[src/mfde_pkg.sv]
// ----------------------------------------------------------------------------
// mfde_pkg
// Shared types and constants of the monochrome framebuffer draw engine.
// ----------------------------------------------------------------------------
package mfde_pkg;

  localparam int unsigned ScreenWidthDef  = 128;
  localparam int unsigned ScreenHeightDef = 64;

  // Command codes as they arrive on the op port.
  typedef enum logic [2:0] {
    OP_PIXEL  = 3'd0,
    OP_LINE   = 3'd1,
    OP_CIRCLE = 3'd2,
    OP_RECT   = 3'd3,
    OP_FILL   = 3'd4,
    OP_READ   = 3'd5
  } op_e;

  // Classified command kind handed from the front to the back.
  typedef enum logic [2:0] {
    KIND_PIXEL,
    KIND_LINE,
    KIND_CIRCLE,
    KIND_RECT,
    KIND_FILL,
    KIND_READ,
    KIND_NOP
  } kind_e;

  typedef struct packed {
    kind_e       kind;
    logic [7:0]  pos_x;
    logic [7:0]  pos_y;
    logic [7:0]  end_x;
    logic [7:0]  end_y;
    logic [7:0]  radius;
    logic        color;
    logic [9:0]  byte_index;
  } cmd_t;

endpackage

[src/mfde_front.sv]
// ----------------------------------------------------------------------------
// mfde_front
// Accepts commands, classifies the op code and queues them for the back end.
// ----------------------------------------------------------------------------
module mfde_front
  import mfde_pkg::*;
(
  input  logic        clk_i,
  input  logic        rst_ni,
  input  logic        start_i,
  input  logic [2:0]  op_i,
  input  logic [7:0]  pos_x_i,
  input  logic [7:0]  pos_y_i,
  input  logic [7:0]  end_x_i,
  input  logic [7:0]  end_y_i,
  input  logic [7:0]  radius_i,
  input  logic        color_i,
  input  logic [9:0]  byte_index_i,
  output logic        busy_o,
  output logic        cmd_valid_o,
  output cmd_t        cmd_o,
  input  logic        cmd_ready_i
);

  cmd_t       fifo_q [2];
  cmd_t       in_cmd;
  logic       wr_ptr_q, wr_ptr_d;
  logic       rd_ptr_q, rd_ptr_d;
  logic [1:0] count_q, count_d;
  logic       push, pop;

  always_comb begin
    case (op_i)
      OP_PIXEL:  in_cmd.kind = KIND_PIXEL;
      OP_LINE:   in_cmd.kind = KIND_LINE;
      OP_CIRCLE: in_cmd.kind = KIND_CIRCLE;
      OP_RECT:   in_cmd.kind = KIND_RECT;
      OP_FILL:   in_cmd.kind = KIND_FILL;
      OP_READ:   in_cmd.kind = KIND_READ;
      default:   in_cmd.kind = KIND_NOP;
    endcase
    in_cmd.pos_x      = pos_x_i;
    in_cmd.pos_y      = pos_y_i;
    in_cmd.end_x      = end_x_i;
    in_cmd.end_y      = end_y_i;
    in_cmd.radius     = radius_i;
    in_cmd.color      = color_i;
    in_cmd.byte_index = byte_index_i;
  end

  assign busy_o      = count_q[1];
  assign cmd_valid_o = (count_q != 2'd0);
  assign cmd_o       = fifo_q[rd_ptr_q];
  assign push        = start_i && !busy_o;
  assign pop         = cmd_valid_o && cmd_ready_i;

  always_comb begin
    wr_ptr_d = push ? !wr_ptr_q : wr_ptr_q;
    rd_ptr_d = pop ? !rd_ptr_q : rd_ptr_q;
    count_d  = count_q + {1'b0, push} - {1'b0, pop};
  end

  always_ff @(posedge clk_i or negedge rst_ni) begin
    if (!rst_ni) begin
      wr_ptr_q <= 1'b0;
      rd_ptr_q <= 1'b0;
      count_q  <= 2'd0;
    end else begin
      wr_ptr_q <= wr_ptr_d;
      rd_ptr_q <= rd_ptr_d;
      count_q  <= count_d;
    end
  end

  always_ff @(posedge clk_i) begin
    if (push) begin
      fifo_q[wr_ptr_q] <= in_cmd;
    end
  end

endmodule

[config.mk]
export PLATFORM = sky130hd
export DESIGN_NAME = mfde_front
export DESIGN_NICKNAME = d
export VERILOG_FILES = /design/src/mfde_pkg.sv /design/src/mfde_front.sv
export SDC_FILE = /design/constraint.sdc
export NUM_CORES = 1
export LEC_CHECK = 0
export BUFFER_PORTS_ARGS = -buffer_cell sky130_fd_sc_hd__buf_2
export CORE_ASPECT_RATIO = 1.5
export CORE_MARGIN = 2
export CORE_UTILIZATION = 27
export DETAILED_ROUTE_END_ITERATION = 7
export GPL_TIMING_DRIVEN = 0
export PLACE_DENSITY = 0.45
export SLEW_MARGIN = 15
export SYNTH_ARGS = -nofsm -noshare
export SYNTH_HDL_FRONTEND = slang
export SYNTH_SLANG_ARGS = --single-unit
[constraint.sdc]
create_clock -name clk_i -period 3.4 [get_ports clk_i]
set_clock_uncertainty 0.2 [all_clocks]
set_input_delay 1.02 -clock clk_i [delete_from_list [all_inputs] [get_ports clk_i]]
set_output_delay 1.02 -clock clk_i [all_outputs]
set_load 0.01 [all_outputs]
# Yosys cells after proc, flatten, opt, wreduce, memory -nomap -nowiden
# Memories as Yosys holds them, arrays and structs flattened.
# Index checks and enable logic that the tools add are counted.
[classes]
n_addsub = 2
n_eq_ne = 5
n_mux = 3
reduce_logical = 7
[ops]
columns = ["operator", "count"]
rows = [
  ["3-bit case mux with 6 select lines", 1],
  ["3-bit by 2-bit equality test with 1-bit output, second input constant", 2],
  ["3-bit equality test, second input constant", 2],
  ["3-bit by 1-bit equality test with 1-bit output, second input constant", 1],
  ["1-bit logical NOT", 3],
  ["3-bit logical NOT", 1],
  ["2-bit by 1-bit adder with 2-bit output", 1],
  ["1-bit logical AND", 2],
  ["1-bit two-way mux", 2],
  ["2-bit nonzero test", 1],
  ["2-bit by 1-bit subtractor with 2-bit output", 1],
]
[totals]
register_bits = 4
ram_bits = 108
input_bits = 58
output_inout_bits = 56
elab_cells = 21
memories = 1
[mem_list]
columns = ["name", "depth", "width", "rd", "rd_ports_with_merged_regs", "wr", "line_no", "rtl"]
rows = [
  ["fifo_q", 2, 54, 1, 0, 1, "mfde_front.sv:25", "cmd_t fifo_q [2];"],
]

# Longest topological paths before layout
[depth]
ltp_word = 4
depth_mapped = 6
depth_no_buf = 6

# Worst setup path after synthesis
# No wires, ideal clock.
[synth_timing]
kind = "input to register"
from = "input port start_i"
to = "memory fifo_q[0][0] (netlist name) (enable)"
setup_time_ps = 466
arrival_ps = 3405
required_ps = 2734
slack_ps = -671
path_stages = 2
path_buffers = 0
path_cell_list = "nand2b_1 nor2_1"
[synth_between]
elab_chain_len = 3
[synth_rtl]
columns = ["item", "line_no", "rtl"]
rows = [
  ["start, declared", "mfde_front.sv:10", "input logic start_i,"],
  ["1-bit logical AND", "mfde_front.sv:54", "assign push = start_i && !busy_o;"],
  ["1-bit two-way mux", "mfde_front.sv:76", "if (push) begin"],
  ["1-bit two-way mux (not written as such)", "mfde_front.sv:77", "fifo_q[wr_ptr_q] <= in_cmd;"],
  ["end, declared", "mfde_front.sv:25", ""],
]
# No other way between the ends.

==> qor.txt <==
via count = 2109
Worst-Skew Late Latency = 350 ps
drt drc = 0
Synth cell types = 16
Placed Cells = 508
Syn Area/Cell = 23.2 um^2
Critical R2R Launch = count_q[1]
Worst Tran Pin Value = 553 ps
vias in the first global route = 2328
CP Max Fanout = 10
setup TNS after final layout = 0 ps
fraction of layout cells with a size suffix above 1 = 60.4%
Post-DP Area = 5290 um^2
kind of start point of the critical path = flop
top-area cell type share of the netlist area = 74.4%
PortBufs = 113
CP endpoint kind = output pin
Total GRT Usage = 9.99%
Yosys top cell by area = edfxtp_1
initial antenna violation count = 1
Syn Nets = 248
Relative slew margins = 63.1%
post-route cell area = 5560 um^2
Hold Vio Cnt, Final = 0
commonest cells after routing, fill and taps aside = buf_2, edfxtp_1, mux2_4
main combinational cell family by area after synthesis = multiplexers
Die X = 108 um
Pins Over Slew Limit = 0
Hold Path Class = input pin to async pin
first-pass GRT wire length = 12800 um
via/cell ratio = 4.02
Initial DRT Pass Iterations = 4
I/O Pins = 114
commonest non-fill, non-tap cell in the layout = buf_2
synth top area cells = edfxtp_1, mux2_4, buf_12
Worst Setup SP = rd_ptr_q
r2r setup slk = 1420 ps
height of the die = 160 um
Post-Layout Cell Count = 525
leakage = 2.18 nW
Worst-path clk slew = 80 ps
Synth Area in Compound Gates = 0.345%
clk root buf = clkbuf_16
CP Class = flop to output pin
Top Layer Used = met4
R2R depth = 3
max cap viols = 0
CTS buffer count = 9
CTS tree = yes
residual antenna-violating net count after detailed routing = 0
Met2 Wirelength = 4590 um
fin crit share = 81.1%
Total Wirelength = 8220 um
Overflow after GRT = 0
htree depth = 3
Post-layout nets = 376
Seq/Total Area, Yosys = 76.7%
Mapped Area = 4360 um^2
Synth Instances = 188
WP data arrival = 1540 ps
Clock Sinks = 112
Post-Synth Adder-Cell Area = 0.574%
fmax = 363 MHz
post-synthesis mux area share = 18.2%
Resized cells post-CTS = 0
GP Congestion = 0.641
pin count of the biggest net entering global routing = 22
Post-CTS Setup Bufs = 0
area grow syn2layout = 27.6%
initial core utilization = 27.8%
wire length on met3 = 390 um
DR WL/cell = 15.6 um
RSZ-0062 raised after global routing = no
core box area = 15700 um^2
synth warn = 0
FP Rows = 56
clock buffer depth = 2
Pwr Density = 807 nW/um^2
Hold-fix buffers, CTS = 0
final setup fails = 0
Tmin final = 2760 ps
total power = 4.49 mW
Worst VDD drop = 0.328 mV
status = finished, final reports clean
Worst Path Required = 2180 ps
simple-gate share of the synthesized area = 0.460%
Die ar. = 17200 um^2
met1 wire length = 3080 um
Detail Placement HPWL = 5620 um
post-synthesis register bit count = 112
Reg-to-Reg End = fifo_q[0][29]
Finished Core Util = 35.4%
xor and xnor area share after synthesis = 0.804%
drt initial violations = 64
-- stage by stage --
step,setup WS [ps],hold WS [ps]
3_3_place_gp,-2440,282
6_report,643,261
4_1_cts,604,250
2_1_floorplan,-671,268
5_1_grt,580,253
3_5_place_dp,814,328
-- report_power, final --
group,switching (mW),internal [mW]
clock network,0.488,0.498
registers,0.0708,1.82
logic,0.753,0.864
total,1.31,3.18
-- routing by layer --
metal	track usage, %	vias to the layer above
li1	-	990
met1	10.5	1059
met2	18.0	53
met3	2.66	7
met4	4.90	0
met5	0	-
-- cells in the mapped netlist --
master and instances:
a21boi_0 1, mux2_2 5, buf_12 5, buf_6 1, dfrtp_1 4, edfxtp_1 108, clkbuf_1 2, xor2_1 1
inv_1 2, mux2_4 49, o21a_1 1, or2_2 1, xnor2_1 3, ha_1 2, nand2b_1 1, nor2_1 2
-- cells by family (layout without fill, tap and decap cells) --
| family | after synthesis | after routing |
|---|---|---|
| AOI/OAI and AO/OA | 2 | 2 |
| muxes | 54 | 54 |
| and+or+nand+nor | 4 | 4 |
| DFF | 112 | 112 |
| buffers and inverters | 10 | 143 |
| adders and majority gates | 2 | 2 |
| other | 0 | 1 |
| xor gates and xnor gates | 4 | 4 |
-- flip-flops by register name, indices dropped and copies added, names as in the netlist --
signal	flops
fifo_q	108
rd_ptr_q	1
count_q	2
wr_ptr_q	1
-- area by class of cell --
cell class	count	area, um^2
sequential	112	3340
antenna	1	2.50
timing repair buffer	117	661
inverter	2	7.51
tap	203	254
clock buffer	9	225
clock inverter	7	46.3
multi-input combinational	66	902
fill	1549	10100
buffer	8	119
-- how the worst max path moves through the flow --
| stage | slack (ps) | to | cells after the start |
|---|---|---|---|
| 2_1_floorplan | -670 | fifo_q[0][0] | 2 |
| 3_3_place_gp | -2440 | fifo_q[1][24] | 3 |
| 3_5_place_dp | 810 | fifo_q[1][7] | 4 |
| 4_1_cts | 600 | cmd_o[52] | 4 |
| 5_1_grt | 580 | cmd_o[4] | 4 |
| 6_report | 640 | cmd_o[52] | 4 |
-- critical path: stages, from the launching register on --
cell and delay (ps):
dfrtp_1 340, buf_6 210, buf_12 180, mux2_4 300, buf_2 150
Power figures use the tool's default switching activity.
